### config.mk
export PLATFORM = sky130hd
export DESIGN_NAME = adc_control_byte_converter_unit
export DESIGN_NICKNAME = d
export VERILOG_FILES = /design/src/hw/rtl/adc_cbc_pkg.sv /design/src/hw/rtl/adc_cbc_line_bank.sv /design/src/hw/rtl/adc_cbc_core.sv /design/src/hw/rtl/adc_control_byte_converter_unit.sv
export SDC_FILE = /design/constraint.sdc
export NUM_CORES = 1
export LEC_CHECK = 0
export BUFFER_PORTS_ARGS = -buffer_cell sky130_fd_sc_hd__buf_2
export CORE_MARGIN = 5
export CORE_UTILIZATION = 49
export DETAILED_ROUTE_END_ITERATION = 12
export HOLD_SLACK_MARGIN = 0.03
export PLACE_DENSITY_LB_ADDON = 0.15
export SYNTH_ARGS = -nofsm -noshare
export SYNTH_HDL_FRONTEND = slang
export SYNTH_SLANG_ARGS = --single-unit
export TNS_END_PERCENT = 50
### constraint.sdc
create_clock -name clk -period 3.3 [get_ports clk]
set_input_delay 0.66 -clock clk [delete_from_list [all_inputs] [get_ports clk]]
set_output_delay 0.66 -clock clk [all_outputs]
set_load 0.02 [all_outputs]
### src/hw/rtl/adc_cbc_pkg.sv
// ----------------------------------------------------------------------------
// adc_cbc_pkg
// Types, codes and constants shared by the control byte converter modules.
// ----------------------------------------------------------------------------
package adc_cbc_pkg;

  localparam int NUM_LINES_DEF = 8;
  localparam int MAX_LINES     = 8;

  typedef enum logic [1:0] {
    OP_WRITE_CTRL = 2'd0,
    OP_READ       = 2'd1,
    OP_SET_LEVEL  = 2'd2
  } op_t;

  typedef enum logic {
    CFG_EIGHT_LINE_MODE = 1'b0,
    CFG_COMMON_LEVEL    = 1'b1
  } cfg_idx_t;

  // control byte bit positions
  localparam int CB_PWR   = 1;
  localparam int CB_SGL   = 2;
  localparam int CB_UNI   = 3;
  localparam int CB_SEL0  = 4;
  localparam int CB_SEL1  = 5;
  localparam int CB_SEL2  = 6;
  localparam int CB_TRIG  = 7;

  localparam logic [7:0] BIPOLAR_FLIP = 8'h80;
  localparam logic [7:0] HIGH_MASK    = 8'h3f;
  localparam logic [7:0] LOW_MASK     = 8'hc0;
  localparam logic [7:0] LEVEL_TOP    = 8'hf0;
  localparam logic [7:0] LEVEL_STEP   = 8'h10;

  localparam logic [1:0] PHASE_HIGH = 2'd1;
  localparam logic [1:0] PHASE_LOW  = 2'd2;
  localparam logic [1:0] PHASE_MAX  = 2'd3;

  typedef struct packed {
    logic [1:0] op;
    logic [7:0] data_byte;
    logic [2:0] line_index;
  } in_t;

  typedef struct packed {
    logic [7:0] read_data;
    logic       conversion_done;
  } out_t;

  // level update request from core to line bank
  typedef struct packed {
    logic       en;
    logic [2:0] line;
    logic [7:0] level;
  } lvl_wr_t;

  // the two lines of one differential pair
  typedef struct packed {
    logic [7:0] odd;
    logic [7:0] even;
  } lvl_pair_t;

  function automatic logic [7:0] level_rst(input int idx);
    level_rst = LEVEL_TOP - 8'(LEVEL_STEP * idx);
  endfunction

endpackage

### src/hw/rtl/adc_cbc_line_bank.sv
// ----------------------------------------------------------------------------
// adc_cbc_line_bank
// Analog line levels, read one differential pair at a time.
// ----------------------------------------------------------------------------
module adc_cbc_line_bank #(
  parameter int NUM_LINES = adc_cbc_pkg::NUM_LINES_DEF
) (
  input  logic                   clk,
  input  logic                   rst_n,
  input  adc_cbc_pkg::lvl_wr_t   wr,
  input  logic [1:0]             rd_row,
  output adc_cbc_pkg::lvl_pair_t rd_pair
);
  import adc_cbc_pkg::*;

  logic [7:0] lvl [MAX_LINES];

  for (genvar i = 0; i < MAX_LINES; i++) begin : g_line
    if (i < NUM_LINES) begin : g_reg
      localparam logic [2:0] IDX = 3'(i);
      logic [7:0] lvl_r;
      always_ff @(posedge clk) begin
        if (!rst_n) begin
          lvl_r <= level_rst(i);
        end else if (wr.en && wr.line == IDX) begin
          lvl_r <= wr.level;
        end
      end
      assign lvl[i] = lvl_r;
    end else begin : g_const
      // lines past the count are never written and keep their reset level
      assign lvl[i] = level_rst(i);
    end
  end

  assign rd_pair.even = lvl[{rd_row, 1'b0}];
  assign rd_pair.odd  = lvl[{rd_row, 1'b1}];

endmodule

### src/hw/rtl/adc_cbc_core.sv
// ----------------------------------------------------------------------------
// adc_cbc_core
// Control byte decode, conversion and result byte read sequencing.
// ----------------------------------------------------------------------------
module adc_cbc_core #(
  parameter int NUM_LINES = adc_cbc_pkg::NUM_LINES_DEF
) (
  input  logic                   clk,
  input  logic                   rst_n,
  input  logic                   fire,
  input  adc_cbc_pkg::in_t       item,
  input  logic                   eight_line_mode,
  input  logic [7:0]             common_level,
  input  adc_cbc_pkg::lvl_pair_t pair,
  output logic [1:0]             rd_row,
  output adc_cbc_pkg::lvl_wr_t   lvl_wr,
  output adc_cbc_pkg::out_t      result
);
  import adc_cbc_pkg::*;

  localparam logic [3:0] COUNT_EIGHT = 4'(NUM_LINES);
  localparam logic [3:0] COUNT_FOUR  = 4'd4;

  logic       held_r, held_nxt;
  logic [1:0] phase_r, phase_nxt;
  logic [7:0] hi_r, hi_nxt;
  logic [7:0] lo_r, lo_nxt;

  logic [7:0] cb;
  logic [2:0] chan;
  logic [7:0] self_lvl, pair_lvl, other, measure;
  logic [3:0] count;

  assign cb = item.data_byte;

  always_comb begin
    if (eight_line_mode) begin
      chan = {cb[CB_SEL1], cb[CB_SEL0], cb[CB_SEL2]};
    end else begin
      chan = {1'b0, cb[CB_SEL1], cb[CB_SEL2]};
    end
  end

  assign rd_row   = chan[2:1];
  assign self_lvl = chan[0] ? pair.odd  : pair.even;
  assign pair_lvl = chan[0] ? pair.even : pair.odd;
  assign other    = cb[CB_SGL] ? common_level : pair_lvl;

  always_comb begin
    measure = self_lvl - other;
    if (!cb[CB_UNI]) begin
      measure = measure ^ BIPOLAR_FLIP;
    end
  end

  assign count = eight_line_mode ? COUNT_EIGHT : COUNT_FOUR;

  always_comb begin
    lvl_wr.en    = fire && (item.op == OP_SET_LEVEL) && ({1'b0, item.line_index} < count);
    lvl_wr.line  = item.line_index;
    lvl_wr.level = item.data_byte;
  end

  always_comb begin
    held_nxt               = held_r;
    phase_nxt              = phase_r;
    hi_nxt                 = hi_r;
    lo_nxt                 = lo_r;
    result.read_data       = 8'd0;
    result.conversion_done = 1'b0;
    case (item.op)
      OP_WRITE_CTRL: begin
        if (cb[CB_TRIG]) begin
          phase_nxt = 2'd0;
          if (!cb[CB_PWR]) begin
            held_nxt = 1'b0;
          end else begin
            held_nxt               = 1'b1;
            hi_nxt                 = {2'b00, measure[7:2]} & HIGH_MASK;
            lo_nxt                 = {measure[1:0], 6'd0} & LOW_MASK;
            result.conversion_done = 1'b1;
          end
        end
      end
      OP_READ: begin
        if (held_r) begin
          if (phase_r == PHASE_HIGH) begin
            result.read_data = hi_r;
          end else if (phase_r == PHASE_LOW) begin
            result.read_data = lo_r;
          end
          if (phase_r != PHASE_MAX) begin
            phase_nxt = phase_r + 2'd1;
          end
        end
      end
      default: begin
      end
    endcase
  end

  always_ff @(posedge clk) begin
    if (!rst_n) begin
      held_r  <= 1'b0;
      phase_r <= 2'd0;
      hi_r    <= 8'd0;
      lo_r    <= 8'd0;
    end else if (fire) begin
      held_r  <= held_nxt;
      phase_r <= phase_nxt;
      hi_r    <= hi_nxt;
      lo_r    <= lo_nxt;
    end
  end

endmodule

### src/hw/rtl/adc_control_byte_converter_unit.sv
// ----------------------------------------------------------------------------
// adc_control_byte_converter_unit
// Serial converter digital side: control writes, result reads, level updates.
// ----------------------------------------------------------------------------
// path: an accepted transaction is held in the input register, then its result in the result register
// throughput: one transaction per cycle while out_ready does not stall, set by the single input and result register
// reset: synchronous active low; levels 0xf0 down to 0x80, conversion idle,
//   eight line mode on, common level 0; no clearing pass
module adc_control_byte_converter_unit #(
  parameter int NUM_LINES = adc_cbc_pkg::NUM_LINES_DEF
) (
  input  logic              clk,
  input  logic              rst_n,
  input  logic              in_valid,
  output logic              in_ready,
  input  adc_cbc_pkg::in_t  in_data,
  output logic              out_valid,
  input  logic              out_ready,
  output adc_cbc_pkg::out_t out_data,
  input  logic              cfg_valid,
  output logic              cfg_ready,
  input  logic              cfg_index,
  input  logic [7:0]        cfg_data
);
  import adc_cbc_pkg::*;

  logic       eight_r;
  logic [7:0] common_r;
  logic       a_valid_r;
  in_t        a_item_r;
  logic       out_valid_r;
  out_t       out_data_r;
  logic       advance;
  lvl_wr_t    lvl_wr;
  lvl_pair_t  pair;
  logic [1:0] rd_row;
  out_t       result;

  assign cfg_ready = 1'b1;

  always_ff @(posedge clk) begin
    if (!rst_n) begin
      eight_r  <= 1'b1;
      common_r <= 8'd0;
    end else if (cfg_valid) begin
      case (cfg_idx_t'(cfg_index))
        CFG_EIGHT_LINE_MODE: eight_r  <= cfg_data[0];
        CFG_COMMON_LEVEL:    common_r <= cfg_data;
        default: begin
        end
      endcase
    end
  end

  // input stage moves on whenever the result register is free or drains
  assign advance  = a_valid_r && (!out_valid_r || out_ready);
  assign in_ready = !a_valid_r || advance;

  always_ff @(posedge clk) begin
    if (!rst_n) begin
      a_valid_r <= 1'b0;
    end else if (in_ready) begin
      a_valid_r <= in_valid;
    end
  end

  always_ff @(posedge clk) begin
    if (in_ready && in_valid) begin
      a_item_r <= in_data;
    end
  end

  always_ff @(posedge clk) begin
    if (!rst_n) begin
      out_valid_r <= 1'b0;
    end else if (advance) begin
      out_valid_r <= 1'b1;
    end else if (out_ready) begin
      out_valid_r <= 1'b0;
    end
  end

  always_ff @(posedge clk) begin
    if (advance) begin
      out_data_r <= result;
    end
  end

  assign out_valid = out_valid_r;
  assign out_data  = out_data_r;

  adc_cbc_line_bank #(
    .NUM_LINES(NUM_LINES)
  ) u_bank (
    .clk     (clk),
    .rst_n   (rst_n),
    .wr      (lvl_wr),
    .rd_row  (rd_row),
    .rd_pair (pair)
  );

  adc_cbc_core #(
    .NUM_LINES(NUM_LINES)
  ) u_core (
    .clk             (clk),
    .rst_n           (rst_n),
    .fire            (advance),
    .item            (a_item_r),
    .eight_line_mode (eight_r),
    .common_level    (common_r),
    .pair            (pair),
    .rd_row          (rd_row),
    .lvl_wr          (lvl_wr),
    .result          (result)
  );

endmodule
; ---- After elaboration in Yosys (flattened, before gate mapping)
; Index checks and enable logic that the tools add are counted.
[word_totals]
ff_bits = 108
in_bits = 27
elab_cells = 96
[classes]
addsub = 2
order_cmp = 3
eq_ne = 15
mux = 20
n_bitwise = 6
n_reduce_logical = 28
[op_table]
columns = op, n
row1 = $mux 8, 8
row2 = $bmux 8 s3, 2
row3 = $eq 3x3->1 const B, 4
row4 = $logic_and 1x1->1, 12
row5 = $ge 4x4->1 const B, 2
row6 = $not 3->4, 2
row7 = $reduce_and 2->1, 4
row8 = $sub 8x8->8, 1
row9 = $eq 3x2->1 const B, 2
row10 = $mux 2, 3
row11 = $mux 6, 1
row12 = $reduce_and 5->1, 1
row13 = $eq 2x1->1 const B, 2
row14 = $eq 2x2->1 const B, 2
row15 = $lt 3x4->1, 1
row16 = $mux 4, 1
row17 = $ne 2x1->1 const B, 2
row18 = $ne 2x2->1 const B, 2
row19 = $not 1->1, 4
row20 = $pmux 2 s2, 1
row21 = $reduce_and 4->1, 1
row22 = $reduce_bool 2->1, 2
row23 = $eq 3x1->1 const B, 1
row24 = $logic_not 3->1, 1
row25 = other kinds (8), 12

; ---- Longest topological paths before layout
[depth]
ltp_word = 10
depth_mapped = 18

; ---- By module
; From an unflattened synthesis, not the netlist that was laid out.
[unflattened]
hier_cells = 482
hier_area_um2 = 5275.1
[by_module_without_submodules]
columns = module, n_inst, cells_per_inst, area_per_inst_um2
row1 = adc_cbc_line_bank, 1, 247, 2807.7
row2 = adc_cbc_core, 1, 159, 1317.5
row3 = adc_control_byte_converter_unit, 1, 76, 1149.9

; ---- Worst setup path after synthesis
; OpenSTA, ideal clock, no wires.
[synth_path]
path_kind = reg-to-reg
startpoint = register a_item_r[8] in the netlist's numbering
endpoint = register u_core.hi_r[5]
setup_time_ns = 0.069
arrival_ns = 3.094
slack_ns = 0.137
path_stages_with_launch = 17
synth_period_minus_slack_ns = 3.163
cell_sequence = edfxtp_1 buf_6 buf_2 buf_2 mux2i_1 nand2_1 o21ai_1 a21oi_1 mux2_2 ha_1 a21o_1 a21oi_1 o21ai_1 a21o_1 a21oi_1 xnor3_1 o21ai_1
[synth_between]
elab_chain_len = 10
[synth_lines]
columns = item, line_no
row1 = start: declaration, adc_control_byte_converter_unit.sv:30  ; in_t a_item_r;
row2 = start signal: assignment, adc_control_byte_converter_unit.sv:69  ; a_item_r <= in_data;
row3 = $mux 3 *, adc_cbc_core.sv:37  ; if (eight_line_mode) begin
row4 = $not 3->4 (on tied branches), "adc_cbc_line_bank.sv:37, adc_cbc_line_bank.sv:36"
row5 = $bmux 8 s3 (on tied branches), "adc_cbc_line_bank.sv:37, adc_cbc_line_bank.sv:36"
row6 = $mux 8 (on tied branches) (2 in series), "adc_cbc_line_bank.sv:37, adc_cbc_line_bank.sv:36"
row7 = $mux 8, adc_cbc_core.sv:46  ; assign pair_lvl = chan[0] ? pair.even : pair.odd;
row8 = $mux 8, adc_cbc_core.sv:47  ; assign other = cb[CB_SGL] ? common_level : pair_lvl;
row9 = $sub 8x8->8 *, adc_cbc_core.sv:50  ; measure = self_lvl - other;
row10 = $not 1->1 (no source line), n/a
row11 = $mux 8 *, adc_cbc_core.sv:51  ; if (!cb[CB_UNI]) begin
row12 = end signal: assignment, adc_cbc_core.sv:111  ; hi_r <= hi_nxt;
row13 = end: declaration, adc_cbc_core.sv:26  ; logic [7:0] hi_r, hi_nxt;
; Every way passes the cells marked *; elsewhere a longest branch is shown, timed or not. The select of a mux whose other input is x is not followed.
; A chain may end at the register's enable or synchronous reset.

; ---- Worst setup path after layout
[layout_path]
startpoint = register a_item_r[7] in the netlist's numbering
endpoint = register u_core.hi_r[4]
[layout_between]
elab_chain_len = 9
[layout_lines]
columns = item, line_no
row1 = $mux 3 *, adc_cbc_core.sv:37
row2 = $not 3->4 (on tied branches), "adc_cbc_line_bank.sv:37, adc_cbc_line_bank.sv:36"
row3 = $bmux 8 s3 (on tied branches), "adc_cbc_line_bank.sv:37, adc_cbc_line_bank.sv:36"
row4 = $mux 8 (on tied branches) (2 in series), "adc_cbc_line_bank.sv:37, adc_cbc_line_bank.sv:36"
row5 = $mux 8, adc_cbc_core.sv:46
row6 = $mux 8, adc_cbc_core.sv:47
row7 = $sub 8x8->8 *, adc_cbc_core.sv:50
row8 = $mux 8 *, adc_cbc_core.sv:51
; Marks and branches as above.

==> flow_metrics.env <==
export IMPL_place_congestion=0.820
export IMPL_fp_dieW_um=115
export IMPL_io_pins=39
export IMPL_syn2layout_area_growth_pct=14.7
export IMPL_ys_types=50
export IMPL_hold_violations=0
export IMPL_yosys_top_cells_area="dfxtp_1 (32%), mux2i_1 (15%), edfxtp_1 (12%)"
export IMPL_clock_latency_ps=390
export IMPL_drc=0
export IMPL_vias=4066
export IMPL_grt_first_pass_wirelength_um=20000
export IMPL_dpl_hpwl_um=8690
export IMPL_wire_per_inst_um=16.8
export IMPL_numCtsBuffers=9
export IMPL_p_leak_uw=0.00231
export IMPL_yosys_warnings=0
export IMPL_clock_sinks=108
export IMPL_synth_xor_area_share_pct=1.38
export IMPL_synth_top_family_by_area="multiplexers"
export IMPL_swShare_pct=23.9
export IMPL_yosys_area_top_type="dfxtp_1"
export IMPL_drive_gt1_share_pct=19.5
export IMPL_path_class="flip-flop to flip-flop"
export IMPL_synthAdderAreaFrac_pct=2.67
export IMPL_timing_critical_path_from="a_item_r[7]"
export IMPL_synth_edff_count=22
export IMPL_dpl_instance_area_um2=5820
export IMPL_dieArea_um2=13300
export IMPL_clk_pin_slew_ps=100
export IMPL_drt_iter0_markers=199
export IMPL_period_share_pct=95.2
export IMPL_worstRegToRegCells=17
export IMPL_startpoint_type="flip-flop"
export IMPL_max_freq_mhz=318
export IMPL_cts_hold_buf=0
export IMPL_hp_start="in_data[1]"
export IMPL_synthMuxAreaShare_pct=18.4
export IMPL_cts_root_buffer="clkbuf_8"
export IMPL_track_usage_pct=19.4
export IMPL_maxCapViolations=0
export IMPL_synth_simple_gate_area_share_pct=17.1
export IMPL_synth_nets=591
export IMPL_peakVddDrop_uv=344
export IMPL_cp_end_kind="flip-flop"
export IMPL_power_switching_uw=666
export IMPL_maxSlewHeadroom_pct=49.5
export IMPL_grt_remaining_overflow=0
export IMPL_routed_wl_um=12500
export IMPL_antenna_found_initial=0
export IMPL_drtAntennaViolNets=0
export IMPL_r2r_setup_slack_ps=160
export IMPL_htreeDepth=3
export IMPL_async_reset_ff_share_pct=0
export IMPL_seq_power_share_pct=50.4
export IMPL_worst_path_max_fanout=6
export IMPL_clock_skew_ps=11.7
export IMPL_fillers=977
export IMPL_hold_end="a_item_r[1]"
export IMPL_power_internal_uw=2120
export IMPL_pwr_share_clk_pct=36.3
export IMPL_fin_util_pct=57.4
export IMPL_final_max_slew_violation_count=0
export IMPL_holdPathStages=1
export IMPL_grt_max_degree=48
export IMPL_grt_pass1_vias=3878
export IMPL_numPortBuffers=37
export IMPL_cts_tree="yes"
export IMPL_synthesis_area_um2=5430
export IMPL_timing_rr_start="a_item_r[7]"
export IMPL_setup_viol=0
export IMPL_min_period_ps=3140
export IMPL_via_per_inst=5.47
export IMPL_hold_class="input pin to flip-flop"
export IMPL_synth_main_ff_cell="dfxtp_1"
export IMPL_power_density_nw_per_um2=447
export IMPL_worst_pin_slew_ps=757
export IMPL_start_util_pct=50.1
export IMPL_post_synth_cell_area_avg_um2=9.82
export IMPL_power_frac_comb_pct=13.4
export IMPL_antenna_cells=0
export IMPL_synth_top_area_share_pct=31.7
export IMPL_yosysSeqAreaShare_pct=43.9
export IMPL_multi_input_area_um2=2900
export IMPL_final_area_um2=6230
export IMPL_fp_dieH_um=115
export IMPL_r2r_end="u_core.hi_r[4]"
export IMPL_rows=38
export IMPL_drt_pass1_iterations=4
export IMPL_rsz0062_at_grt="true"
export IMPL_ys_ff_latch=108
export IMPL_seq_area_um2=2380
export IMPL_status="finished, final reports clean"
export IMPL_synth_cells=553
export IMPL_required_ps=3590
export IMPL_synth_compound_area_share_pct=13.1
export IMPL_fin_nets=638
export IMPL_core_area_um2=10800
export IMPL_critPathArrivalTime_ps=3430
export IMPL_clockBufferDepth=2
[cells in the mapped netlist (all sizes together) (4+ instances only)]
library cell	n
a21boi	23
nand3	16
clkbuf	24
a21oi	19
a21o	5
ha	10
nor2b	36
mux2	16
inv	6
mux2i	81
nand2	70
nand2b	6
o211ai	6
edfxtp	22
nor2	15
dfxtp	86
o22ai	8
xnor2	4
and2	14
o21ai	46
buf	13
[power by group through the flow]
stage / Combinational, µW / Sequential [µW] / Clock (µW)
after floorplan: 257 / 1420 / 0
after global placement: 345 / 1430 / 0
after detailed placement: 349 / 1430 / 0
after CTS: 352 / 1400 / 1040
after global routing: 408 / 1410 / 1090
final: 373 / 1400 / 1010
[what timing repair did]
item | CTS | global route
setup endpoints to repair | 0 | 2
setup buffers | 0 | 12
gates resized for setup | 0 | 17
[cell families after synthesis]
| kind of cell | after synthesis |
|---|---|
| adder cells (fa/ha/maj) | 11 |
| AND/OR/NAND/NOR | 170 |
| AO/OA/AOI/OAI | 116 |
| other | 1 |
| buffers and inverters | 43 |
| multiplexers | 97 |
| XOR/XNOR | 7 |
| flip-flops | 108 |
[layer usage]
metal	global-route usage (%)	routed length (µm)	share of wire, %
met2	30.0	5570	45
met1	26.6	6010	48
met4	8.76	291	2.3
met5	0	0	0
met3	3.47	617	4.9
[final cells by class]
class,instances,area share [%]
Tap cell,140,2.81
Clock inverter,6,2.05
Timing Repair Buffer,73,8.00
Multi-Input combinational cell,402,46.5
Inverter,6,0.362
Clock buffer,9,1.99
Sequential cell,108,38.3
[worst max-delay path, cell delays in order, from the launching register on]
cell and delay (ps):
edfxtp_1 460, buf_6 180, mux2i_1 140, nand2_1 80
o211ai_1 90, o21ai_1 100, o21ai_1 90, mux2_2 290
o21ai_2 120, ha_2 180, inv_2 40, fa_2 360
a21o_1 190, a21o_1 190, a21o_1 190, a21oi_2 140
xor2_1 150, o21ai_1 70
[state kept, by name, indices dropped and copies added, names as in the netlist]
register / flops
u_core.lo_r: 2
u_core.phase_r: 2
eight_r: 1
u_core.held_r: 1
out_data: 9
u_core.hi_r: 6
out_valid: 1
common_r: 8
u_bank.g_line.g_reg.lvl_r: 64
a_valid_r: 1
a_item_r: 13
[worst max-delay path by stage]
stage / cells past startpoint / end / slack [ps]
floorplan: 16 / u_core.hi_r[5] / 140
global placement: 17 / u_core.hi_r[4] / 110
detailed placement: 17 / u_core.hi_r[4] / 50
CTS: 17 / u_core.hi_r[4] / 20
global route: 17 / u_core.hi_r[4] / -70
finish: 17 / u_core.hi_r[4] / 160
[cell usage in the layout (no fill, tap or decap), drive strengths merged, types with 9 or more instances in the layout]
cell type  instances
a21oi             19
mux2i             81
ha                10
and2              14
clkbuf             9
nand3             16
nand2             70
buf               73
dfxtp             86
o21ai             46
nor2b             36
mux2              16
nor2              15
a21boi            23
edfxtp            22
[per-stage QoR]
step,std cells,setup TNS [ps],hold slack (ps),total power (µW),setup WS [ps]
2_1_floorplan,553,0,430,1680,137
3_3_place_gp,715,0,447,1780,114
3_5_place_dp,715,0,445,1780,51.1
4_1_cts,730,0,425,2790,22.3
5_1_grt,744,-72.0,419,2900,-72.0
6_report,744,0,445,2790,158
Note: power is estimated with default switching activity, not from simulation.
